$ cat src/sv/rdc_pkg.sv
`timescale 1ns / 1ps
// ----------------------------------------------------------------------------
// rdc_pkg: shared constants and helpers for the radix digit converter
// Field widths, character codes, register indexes and the reciprocal
// constants used to divide by the radix.
// ----------------------------------------------------------------------------
package rdc_pkg;

	// Field widths
	localparam int INT_WIDTH       = 32;
	localparam int FRAC_WIDTH      = 16;
	localparam int MAX_FRAC_DIGITS = 16;
	localparam int RADIX_WIDTH     = 3;
	localparam int LIMIT_WIDTH     = 5;
	localparam int CHAR_WIDTH      = 7;
	localparam int CFG_WIDTH       = 5;

	// Most integer digits: a 32-bit magnitude in base 3 needs 21 digits.
	localparam int INT_DIGITS  = 21;
	localparam int DIGIT_WIDTH = 3;
	localparam int CNT_WIDTH   = $clog2(INT_DIGITS + 1);

	// Character codes
	localparam logic [CHAR_WIDTH-1:0] CHAR_ZERO  = 7'd48;
	localparam logic [CHAR_WIDTH-1:0] CHAR_DOT   = 7'd46;
	localparam logic [CHAR_WIDTH-1:0] CHAR_MINUS = 7'd45;

	// Radix range
	localparam logic [RADIX_WIDTH-1:0] RADIX_MIN = 3'd3;
	localparam logic [RADIX_WIDTH-1:0] RADIX_MAX = 3'd6;

	// Configuration register indexes
	localparam logic REG_RADIX     = 1'b0;
	localparam logic REG_MAX_FRAC  = 1'b1;

	// Clamp a written radix into the supported range.
	function automatic logic [RADIX_WIDTH-1:0] clamp_radix(input logic [RADIX_WIDTH-1:0] v);
		logic [RADIX_WIDTH-1:0] r;
		r = v;
		if (v < RADIX_MIN)
			r = RADIX_MIN;
		else if (v > RADIX_MAX)
			r = RADIX_MAX;
		return r;
	endfunction

	// Clamp a written fraction digit limit into 1..MAX_FRAC_DIGITS.
	function automatic logic [LIMIT_WIDTH-1:0] clamp_limit(input logic [LIMIT_WIDTH-1:0] v);
		logic [LIMIT_WIDTH-1:0] r;
		r = v;
		if (v == '0)
			r = LIMIT_WIDTH'(1);
		else if (v > LIMIT_WIDTH'(MAX_FRAC_DIGITS))
			r = LIMIT_WIDTH'(MAX_FRAC_DIGITS);
		return r;
	endfunction

	// Reciprocal multiplier for floor(x / radix); the shift is 33 or 34.
	function automatic logic [INT_WIDTH-1:0] recip_mult(input logic [RADIX_WIDTH-1:0] b);
		logic [INT_WIDTH-1:0] m;
		case (b)
			3'd3:    m = 32'hAAAA_AAAB;
			3'd4:    m = 32'h8000_0000;
			3'd5:    m = 32'hCCCC_CCCD;
			3'd6:    m = 32'hAAAA_AAAB;
			default: m = 32'hAAAA_AAAB;
		endcase
		return m;
	endfunction

	// True when the reciprocal product is shifted by 34 rather than 33.
	function automatic logic recip_shift34(input logic [RADIX_WIDTH-1:0] b);
		return (b == 3'd5) || (b == 3'd6);
	endfunction

endpackage

$ cat src/sv/radix_digit_converter.sv
`timescale 1ns / 1ps
// ----------------------------------------------------------------------------
// radix_digit_converter: fixed-point number to ASCII digits in base 3 to 6
// Integer digits are found least significant first with one shared 32x32
// multiplier (reciprocal divide), stacked, and sent most significant first;
// fraction digits reuse the same multiplier for fraction times radix.
// ----------------------------------------------------------------------------
// Integer digits are all found before the first character is sent, with
// one multiplier pass per digit (states DMUL then DREM).
// A new item is accepted only in the idle state, once the last character of
// the previous item is in the output register; the shared multiplier sets the pace.
// Reset: radix 3, fraction digit limit 16, no item in progress, output empty.
module radix_digit_converter (
	input  logic        clk,
	input  logic        arst_n,
	// Input stream
	input  logic        s_tvalid,
	output logic        s_tready,
	input  logic [55:0] s_tdata,   // [0] is_negative, [32:1] integer_part,
	                               // [48:33] fraction_part, [55:49] zero
	// Output stream
	output logic        m_tvalid,
	input  logic        m_tready,
	output logic [7:0]  m_tdata,   // [6:0] character, [7] zero
	output logic        m_tlast,   // last
	// Configuration write port
	input  logic        cfg_we,
	input  logic        cfg_addr,
	input  logic [4:0]  cfg_wdata
);

	// Sequencer states
	localparam logic [3:0] ST_IDLE = 4'd0;
	localparam logic [3:0] ST_DMUL = 4'd1;
	localparam logic [3:0] ST_DREM = 4'd2;
	localparam logic [3:0] ST_SIGN = 4'd3;
	localparam logic [3:0] ST_INT  = 4'd4;
	localparam logic [3:0] ST_DOT  = 4'd5;
	localparam logic [3:0] ST_FMUL = 4'd6;
	localparam logic [3:0] ST_FDIG = 4'd7;

	localparam int IW = rdc_pkg::INT_WIDTH;
	localparam int FW = rdc_pkg::FRAC_WIDTH;
	localparam int RW = rdc_pkg::RADIX_WIDTH;
	localparam int LW = rdc_pkg::LIMIT_WIDTH;
	localparam int CW = rdc_pkg::CHAR_WIDTH;
	localparam int DW = rdc_pkg::DIGIT_WIDTH;
	localparam int NW = rdc_pkg::CNT_WIDTH;

	logic [3:0]    state_q;
	logic [RW-1:0] radix_q;
	logic [LW-1:0] max_frac_q;

	logic          neg_q;
	logic [IW-1:0] ival_q;
	logic [FW-1:0] frac_q;
	logic [RW-1:0] base_q;
	logic [LW-1:0] lim_q;
	logic [IW-1:0] magic_q;
	logic          s34_q;
	logic [NW-1:0] cnt_q;
	logic [LW-1:0] fd_q;
	logic [DW-1:0] digit_mem_q [rdc_pkg::INT_DIGITS];

	logic [IW-1:0]   mul_a;
	logic [IW-1:0]   mul_b;
	logic [2*IW-1:0] prod_q;

	logic [IW-1:0]   quot;
	logic [5:0]      qb;
	logic [DW-1:0]   rem;
	logic [DW-1:0]   fdig;
	logic [FW-1:0]   fnew;
	logic [NW-1:0]   top_idx;
	logic            fdig_last;

	logic            slot_free;
	logic            out_load;
	logic [CW-1:0]   out_char;
	logic            out_last;
	logic            m_tvalid_q;
	logic [CW-1:0]   char_q;
	logic            last_q;

	logic            in_xfer;
	logic            in_neg;
	logic [IW-1:0]   in_int;
	logic [FW-1:0]   in_frac;

	assign in_neg  = s_tdata[0];
	assign in_int  = s_tdata[IW:1];
	assign in_frac = s_tdata[IW+FW:IW+1];

	assign s_tready = (state_q == ST_IDLE);
	assign in_xfer  = s_tvalid && s_tready;

	// Configuration registers, stored already clamped to their legal range.
	always_ff @(posedge clk or negedge arst_n) begin
		if (!arst_n) begin
			radix_q    <= rdc_pkg::RADIX_MIN;
			max_frac_q <= LW'(rdc_pkg::MAX_FRAC_DIGITS);
		end else if (cfg_we) begin
			case (cfg_addr)
				rdc_pkg::REG_RADIX:    radix_q    <= rdc_pkg::clamp_radix(cfg_wdata[RW-1:0]);
				rdc_pkg::REG_MAX_FRAC: max_frac_q <= rdc_pkg::clamp_limit(cfg_wdata[LW-1:0]);
				default: ;
			endcase
		end
	end

	// Shared multiplier: reciprocal divide of the integer, or fraction times radix.
	always_comb begin
		if (state_q == ST_DMUL) begin
			mul_a = ival_q;
			mul_b = magic_q;
		end else begin
			mul_a = IW'(frac_q);
			mul_b = IW'(base_q);
		end
	end

	always_ff @(posedge clk) begin
		prod_q <= (2*IW)'(mul_a) * (2*IW)'(mul_b);
	end

	// Quotient and remainder of the integer divide; the remainder fits in 3 bits.
	assign quot = s34_q ? IW'(prod_q[2*IW-1:34]) : IW'(prod_q[2*IW-1:33]);
	assign qb   = 6'(quot[2:0]) * 6'(base_q);
	assign rem  = ival_q[DW-1:0] - qb[DW-1:0];

	// Next fraction digit and remaining fraction.
	assign fdig      = prod_q[FW+DW-1:FW];
	assign fnew      = prod_q[FW-1:0];
	assign fdig_last = (fnew == '0) || ((fd_q + LW'(1)) == lim_q);

	assign top_idx   = cnt_q - NW'(1);
	assign slot_free = !m_tvalid_q || m_tready;

	// Character chosen for the output register in the current state.
	always_comb begin
		out_load = 1'b0;
		out_char = rdc_pkg::CHAR_ZERO;
		out_last = 1'b0;
		case (state_q)
			ST_SIGN: begin
				out_load = slot_free && neg_q;
				out_char = rdc_pkg::CHAR_MINUS;
			end
			ST_INT: begin
				out_load = slot_free;
				out_char = rdc_pkg::CHAR_ZERO + CW'(digit_mem_q[top_idx]);
				out_last = (cnt_q == NW'(1)) && (frac_q == '0);
			end
			ST_DOT: begin
				out_load = slot_free;
				out_char = rdc_pkg::CHAR_DOT;
			end
			ST_FDIG: begin
				out_load = slot_free;
				out_char = rdc_pkg::CHAR_ZERO + CW'(fdig);
				out_last = fdig_last;
			end
			default: ;
		endcase
	end

	// Sequencer control state.
	always_ff @(posedge clk or negedge arst_n) begin
		if (!arst_n) begin
			state_q <= ST_IDLE;
			cnt_q   <= '0;
			fd_q    <= '0;
		end else begin
			case (state_q)
				ST_IDLE: begin
					if (in_xfer) begin
						fd_q <= '0;
						if (in_int == '0) begin
							cnt_q   <= NW'(1);
							state_q <= ST_SIGN;
						end else begin
							cnt_q   <= '0;
							state_q <= ST_DMUL;
						end
					end
				end
				ST_DMUL: state_q <= ST_DREM;
				ST_DREM: begin
					cnt_q   <= cnt_q + NW'(1);
					state_q <= (quot == '0) ? ST_SIGN : ST_DMUL;
				end
				ST_SIGN: begin
					if (!neg_q || slot_free)
						state_q <= ST_INT;
				end
				ST_INT: begin
					if (slot_free) begin
						cnt_q <= top_idx;
						if (cnt_q == NW'(1))
							state_q <= (frac_q != '0) ? ST_DOT : ST_IDLE;
					end
				end
				ST_DOT: begin
					if (slot_free)
						state_q <= ST_FMUL;
				end
				ST_FMUL: state_q <= ST_FDIG;
				ST_FDIG: begin
					if (slot_free) begin
						fd_q    <= fd_q + LW'(1);
						state_q <= fdig_last ? ST_IDLE : ST_FMUL;
					end
				end
				default: state_q <= ST_IDLE;
			endcase
		end
	end

	// Item operands and the digit stack.
	always_ff @(posedge clk) begin
		if (in_xfer) begin
			neg_q   <= in_neg;
			ival_q  <= in_int;
			frac_q  <= in_frac;
			base_q  <= radix_q;
			lim_q   <= max_frac_q;
			magic_q <= rdc_pkg::recip_mult(radix_q);
			s34_q   <= rdc_pkg::recip_shift34(radix_q);
			if (in_int == '0)
				digit_mem_q[0] <= '0;
		end
		if (state_q == ST_DREM) begin
			digit_mem_q[cnt_q] <= rem;
			ival_q             <= quot;
		end
		if (state_q == ST_FDIG && slot_free)
			frac_q <= fnew;
	end

	// Output register: holds one character until its transfer completes.
	always_ff @(posedge clk or negedge arst_n) begin
		if (!arst_n) begin
			m_tvalid_q <= 1'b0;
		end else if (out_load) begin
			m_tvalid_q <= 1'b1;
		end else if (m_tready) begin
			m_tvalid_q <= 1'b0;
		end
	end

	always_ff @(posedge clk) begin
		if (out_load) begin
			char_q <= out_char;
			last_q <= out_last;
		end
	end

	assign m_tvalid = m_tvalid_q;
	assign m_tdata  = {1'b0, char_q};
	assign m_tlast  = last_q;

endmodule

$ cat config.mk
export PLATFORM = sky130hd
export DESIGN_NAME = radix_digit_converter
export DESIGN_NICKNAME = d
export VERILOG_FILES = /design/src/sv/rdc_pkg.sv /design/src/sv/radix_digit_converter.sv
export SDC_FILE = /design/constraint.sdc
export NUM_CORES = 2
export LEC_CHECK = 0
export BUFFER_PORTS_ARGS = -buffer_cell sky130_fd_sc_hd__buf_2
export CAP_MARGIN = 20
export CORE_ASPECT_RATIO = 0.8
export CORE_MARGIN = 2
export CORE_UTILIZATION = 55
export DETAILED_ROUTE_END_ITERATION = 7
export GPL_TIMING_DRIVEN = 0
export PLACE_DENSITY = 0.71
export SYNTH_ARGS = -nofsm -noshare
export SYNTH_HDL_FRONTEND = slang
export SYNTH_SLANG_ARGS = --single-unit
$ cat constraint.sdc
create_clock -name clk -period 23.9 [get_ports clk]
set_input_delay 1.195 -clock clk [delete_from_list [all_inputs] [get_ports clk]]
set_output_delay 1.195 -clock clk [all_outputs]
set_load 0.1 [all_outputs]
Word-level counts from Yosys, hierarchy flattened --
Memory sizes are Yosys's and may differ from the RTL's. Index checks and enable logic that the tools add are counted.
Operators by class: $add $sub $neg 6, reductions and logical operators 29, bitwise logic cells 1, $mul 2, mux-type cells 43, $lt $le $gt $ge 3, equal/unequal tests 18
Operators with widths (number):
- $mux W32 | 4
- $logic_not A32 Y1 | 2
- $mul A32 B32 Y64 | 1
- $pmux W31 S2 | 1
- $mux W5 | 7
- $logic_not A16 Y1 | 2
- $mux W16 | 2
- $pmux W4 S8 | 1
- $mux W31 | 1
- $pmux W7 S4 | 1
- $mux W4 | 6
- $eq A4 B3 Y1 const B | 4
- $reduce_bool A16 Y1 | 1
- $mux W3 | 5
- $pmux W5 S3 | 1
- $add A6 B3 Y7 const A | 2
- $add A5 B1 Y5 const B | 2
- $ne A2 B2 Y1 const B | 5
- $pmux W5 S2 | 1
- $eq A3 B3 Y1 const B | 3
- $mux W1 | 9
- $eq A4 B2 Y1 const B | 2
- $reduce_bool A2 Y1 | 4
- $reduce_and A3 Y1 | 2
- other kinds (22) | 33
Storage, ports and cells: register bits after elaboration 185, bits in writable memories 63, bits of input ports 67, output and inout bits 11, memories 1, logic and storage cells 119
Memories:
- digit_mem_q | depth 21, bits a word 3, rd ports 1, clocked after memory_dff 0, wr ports 1, RTL line radix_digit_converter.sv:63 | logic [DW-1:0] digit_mem_q [rdc_pkg::INT_DIGITS];

Longest topological paths before layout --
depth in word-level cells 6, gate-level depth with buffers 34, depth with buffers taken out 33

Least setup slack after synthesis --
OpenSTA, ideal clock, no wires.
path kind register -> register, start point register state_q[2], end point register prod_q[58], data required time 23.782 ns, path slack 15.414 ns, setup time 0.118 ns, arrival time 8.367 ns, cell stages (with the launch flop) 30, buffers on the path 5, clock period less this slack 8.486 ns, cell sequence dfrtp_1 -> clkbuf_1 -> nor3_1 -> clkbuf_1 -> clkbuf_1 -> clkbuf_1 -> clkbuf_1 -> nand3_1 -> fa_1 -> fa_1 -> inv_1 -> fa_1 -> inv_1 -> fa_1 -> inv_1 -> fa_1 -> fa_1 -> fa_1 -> fa_1 -> ha_1 -> and2_1 -> and3_1 -> a221o_1 -> a211oi_1 -> o21ai_1 -> a221o_1 -> a211o_1 -> a31oi_1 -> o21ai_1 -> xnor2_1
On the way: cells in the longest elaborated chain, start to end 3, elaborated cells between the ends (all ways) 4, those cells by class mul: 1; eq/ne: 1; mux: 2
RTL lines:
- from (decl) | RTL line radix_digit_converter.sv:50 | logic [3:0] state_q;
- from (signal assigned) | RTL line radix_digit_converter.sv:190 | state_q <= (quot == '0) ? ST_SIGN : ST_DMUL;
- from (signal assigned) | RTL line radix_digit_converter.sv:200 | state_q <= (frac_q != '0) ? ST_DOT : ST_IDLE;
- from (signal assigned) | RTL line radix_digit_converter.sv:211 | state_q <= fdig_last ? ST_IDLE : ST_FMUL;
- $eq A4 B1 Y1 * | RTL line radix_digit_converter.sv:113 | if (state_q == ST_DMUL) begin
- $mux W32 | RTL line radix_digit_converter.sv:113
- $mul A32 B32 Y64 * | RTL line radix_digit_converter.sv:123 | prod_q <= (2*IW)'(mul_a) * (2*IW)'(mul_b);
- to (signal assigned) | RTL line radix_digit_converter.sv:123
- to (decl) | RTL line radix_digit_converter.sv:67 | logic [2*IW-1:0] prod_q;
Mark *: on every way between the ends. The rest lies on a longest branch, timed or not. A chain may end at the register's enable or synchronous reset.

Final worst setup path --
Ends and elaborated chain as after synthesis.

==> flow_summary.toml <==
[critical_path]
crit_top_cell = "fa_1"
max_stage_delay_ps = 710
crit_required_ps = 24300
slowest_stage = "fa_1"
crit_family = "adder cells"
reg2reg_setup_slack_ps = 12690
path_class = "reg2reg"
cp.arrival_ps = 11610
critPathCaptureType = "flip-flop"
cp_num_buf_inv = 10
critPathLaunchType = "flip-flop"
cp_max_fo = 10

[placement]
place_congestion = 1.04
port_buffers = 67
dp_cells = 4067
post_dp_cell_area_sq_um = 34100
hpwl_mm = 86.8

[logic_synthesis]
syn_inst = 3217
yosysTopAreaCellShare_pct = 38.2
syn_area_sq_um = 32800
post_synth.cell_area_avg_sq_um = 10.2
synth-main-ff-cell = "edfxtp_1"
synthTopCellsByArea = "fa_1 (38%), ha_1 (15%), edfxtp_1 (12%), inv_1 (9.9%), dfxtp_1 (3.1%)"
synth_cell_types = 75
yosysSeqAreaShare_pct = 16.6
async_reset_ff_share_pct = 10.9
synth_largest_area_cell = "fa_1"
synth_edf_count = 130
synth_seq_cells = 202
ys_warn_count = 0

[timing]
maxSlewViolCount = 0
tns_ps = 0
fin_hold_ws_ps = 441
relSlewSlack_pct = 36.6
period_needed_ps = 11210
rsz0062_at_grt = "no"
worst_pin_slew_ps = 952
max_freq_mhz = 89.2
min_period_over_period_pct = 46.9
hold_violations = 0
final-setup-viol-count = 0
fin_worst_skew_ps = 22.9

[die]
start_util_pct = 55.3
core.rowCount = 80
die_width_um = 277
ios = 78
die_area_sq_um = 61600
core-area_sq_um = 59300
die_h_um = 222

[pwr]
p_per_area_nw_per_um2 = 44.8
leakagePower_nw = 18.2
peakVddDrop_mv = 0.0726

[clock_tree]
worstSkewPairLatency_ps = 530
cts_hold_buf = 0
numCtsBuffers = 22
htree_num_levels = 1
post_cts_buffers = 0
clockRootBuffer = "clkbuf_16"
cts_resized = 0
clockBufferDepth = 3
clkSlewWorstSetupHoldPaths_ps = 60
cts.sinks = 202
cts_tree = "done"

[routing]
initialDrtViolationCount = 2295
drt_first_pass_iters = 6
num_vias = 23085
viasPerCell = 5.62
met1_length_mm = 42.9
drc = 0
wl_mm = 98.8
ant_nets = 0
top_layer = "met5"
wl_per_cell_um = 24.1
routed-wl-met3_mm = 14.4
route.met2.wl_mm = 39.6

[global_route]
grt_overflow_total = 0
grt_pass1_vias = 24054
grt_pass1_wl_mm = 150
grt_max_degree = 33
grt_usage_pct = 33.3
antenna_found_initial = 3

[layout]
final_area_sq_um = 34900
fin_nets = 4391
register_area_sq_um = 5460
drive_gt1_share_pct = 5.05
final_cell_count_no_fill = 4108
fin_util_pct = 58.8
multiInputGateArea_sq_um = 23700
syn_to_final_growth_pct = 6.33
fill_cells = 5111

[outcome]
status = "completed"

[worst_hold_path]
worstHoldPathType = "reg2reg"

[job]
maxCapViolations = 0
==> path summary, 6_finish.rpt <==
kind / from / to / depth (start not counted)
worst min register to register: max_frac_q[1] / lim_q[1] / 0
worst max-delay path: state_q[2] / prod_q[58] / 31
worst max register to register: state_q[2] / prod_q[58] / 31
worst min-delay path: max_frac_q[1] / lim_q[1] / 0
max in group asynchronous: arst_n / max_frac_q[4] / 1
min in group asynchronous: arst_n / max_frac_q[0] / 1
==> layer usage <==
layer | global-route usage, % | vias to the layer above
met3 | 13.4 | 133
met4 | 5.65 | 2
met5 | 0.699 | -
met2 | 45.5 | 1224
met1 | 50.1 | 11515
li1 | - | 10211
==> sequential cells by signal, summed over array words and instances, names as in the netlist <==
signal,cells
digit_mem_q,63
m_tlast,1
ival_q,32
prod_q,50
m_tvalid,1
lim_q,5
magic_q,3
state_q,3
fd_q,5
base_q,3
cnt_q,5
s34_q,1
neg_q,1
char_q,5
max_frac_q,5
radix_q,3
frac_q,16
==> cells in the mapped netlist (16+ instances only) <==
cell type / number
a21o_1: 31
a21oi_1: 81
a31oi_1: 16
and2_1: 30
and3_1: 68
clkbuf_1: 77
dfrtp_1: 19
dfxtp_1: 50
edfxtp_1: 130
fa_1: 626
ha_1: 386
inv_1: 867
mux2i_1: 43
mux4_2: 18
nand2_1: 209
nand3_1: 36
nand4_1: 21
nor2_1: 137
nor3_1: 16
nor4_1: 25
o21ai_0: 76
or2_2: 21
xnor2_1: 47
xor2_1: 31
==> stage by stage <==
stage	total power, mW	setup slack [ps]
after floorplan	1.01	15410
after global placement	1.22	13060
after detailed placement	1.22	13120
after CTS	1.56	13060
after global routing	1.67	12340
final	1.56	12690
==> area by class of cell <==
type / instances / area share [%]
diodes: 1 / 0.00718
plain buffers: 86 / 0.972
clock buffers: 32 / 1.86
clock inverters: 8 / 0.244
inverters: 867 / 9.33
multi-input cells: 2063 / 68.1
flip-flops and latches: 202 / 15.7
well taps: 779 / 2.80
repair buffers: 70 / 1.04
==> report_power, final <==
part           total (mW)  switching [mW]  internal [mW]  leakage, nW
Sequential          0.496          0.0507          0.445         1.88
Clock               0.336           0.136          0.200        0.358
Combinational       0.732           0.458          0.274         16.0
Total                1.56           0.645          0.918         18.2
==> worst register-to-register path, delay by kind of cell (launching register included) <==
| family | cells | cell delay [ps] |
|---|---|---|
| xor+xnor | 1 | 150 |
| flops | 1 | 350 |
| compound gates | 9 | 2560 |
| simple gates | 2 | 620 |
| buf+inv | 10 | 3200 |
| fa+ha+maj | 9 | 4210 |
==> cell families (layout without fill, tap and decap cells) <==
| kind of cell | after synthesis | count (layout) | synth area share [%] |
|---|---|---|---|
| fa+ha+maj | 1012 | 1012 | 52.9 |
| buf+inv | 953 | 1063 | 11.0 |
| simple gates | 609 | 609 | 8.90 |
| compound gates | 298 | 298 | 5.84 |
| flops | 202 | 202 | 16.6 |
| xor+xnor | 78 | 78 | 2.08 |
| mux | 63 | 63 | 2.62 |
| other cells | 2 | 4 | 0.0229 |
==> placed cells by master, fill, tap and decap left out, types with 19 or more instances in the layout <==
cell | synthesis | final
mux2i_1 | 43 | 43
nor2_1 | 137 | 137
xnor2_1 | 47 | 47
nand4_1 | 21 | 21
inv_1 | 867 | 867
clkbuf_16 | 0 | 22
o21ai_0 | 76 | 76
nor4_1 | 25 | 25
ha_1 | 386 | 386
buf_2 | 1 | 68
a21oi_1 | 81 | 81
nand2_1 | 209 | 209
a21o_1 | 31 | 31
or2_2 | 21 | 21
dfxtp_1 | 50 | 50
fa_1 | 626 | 626
dfrtp_1 | 19 | 19
xor2_1 | 31 | 31
clkbuf_1 | 77 | 81
nand3_1 | 36 | 36
and2_1 | 30 | 30
and3_1 | 68 | 68
edfxtp_1 | 130 | 130
(Power assumes the default switching activity.)
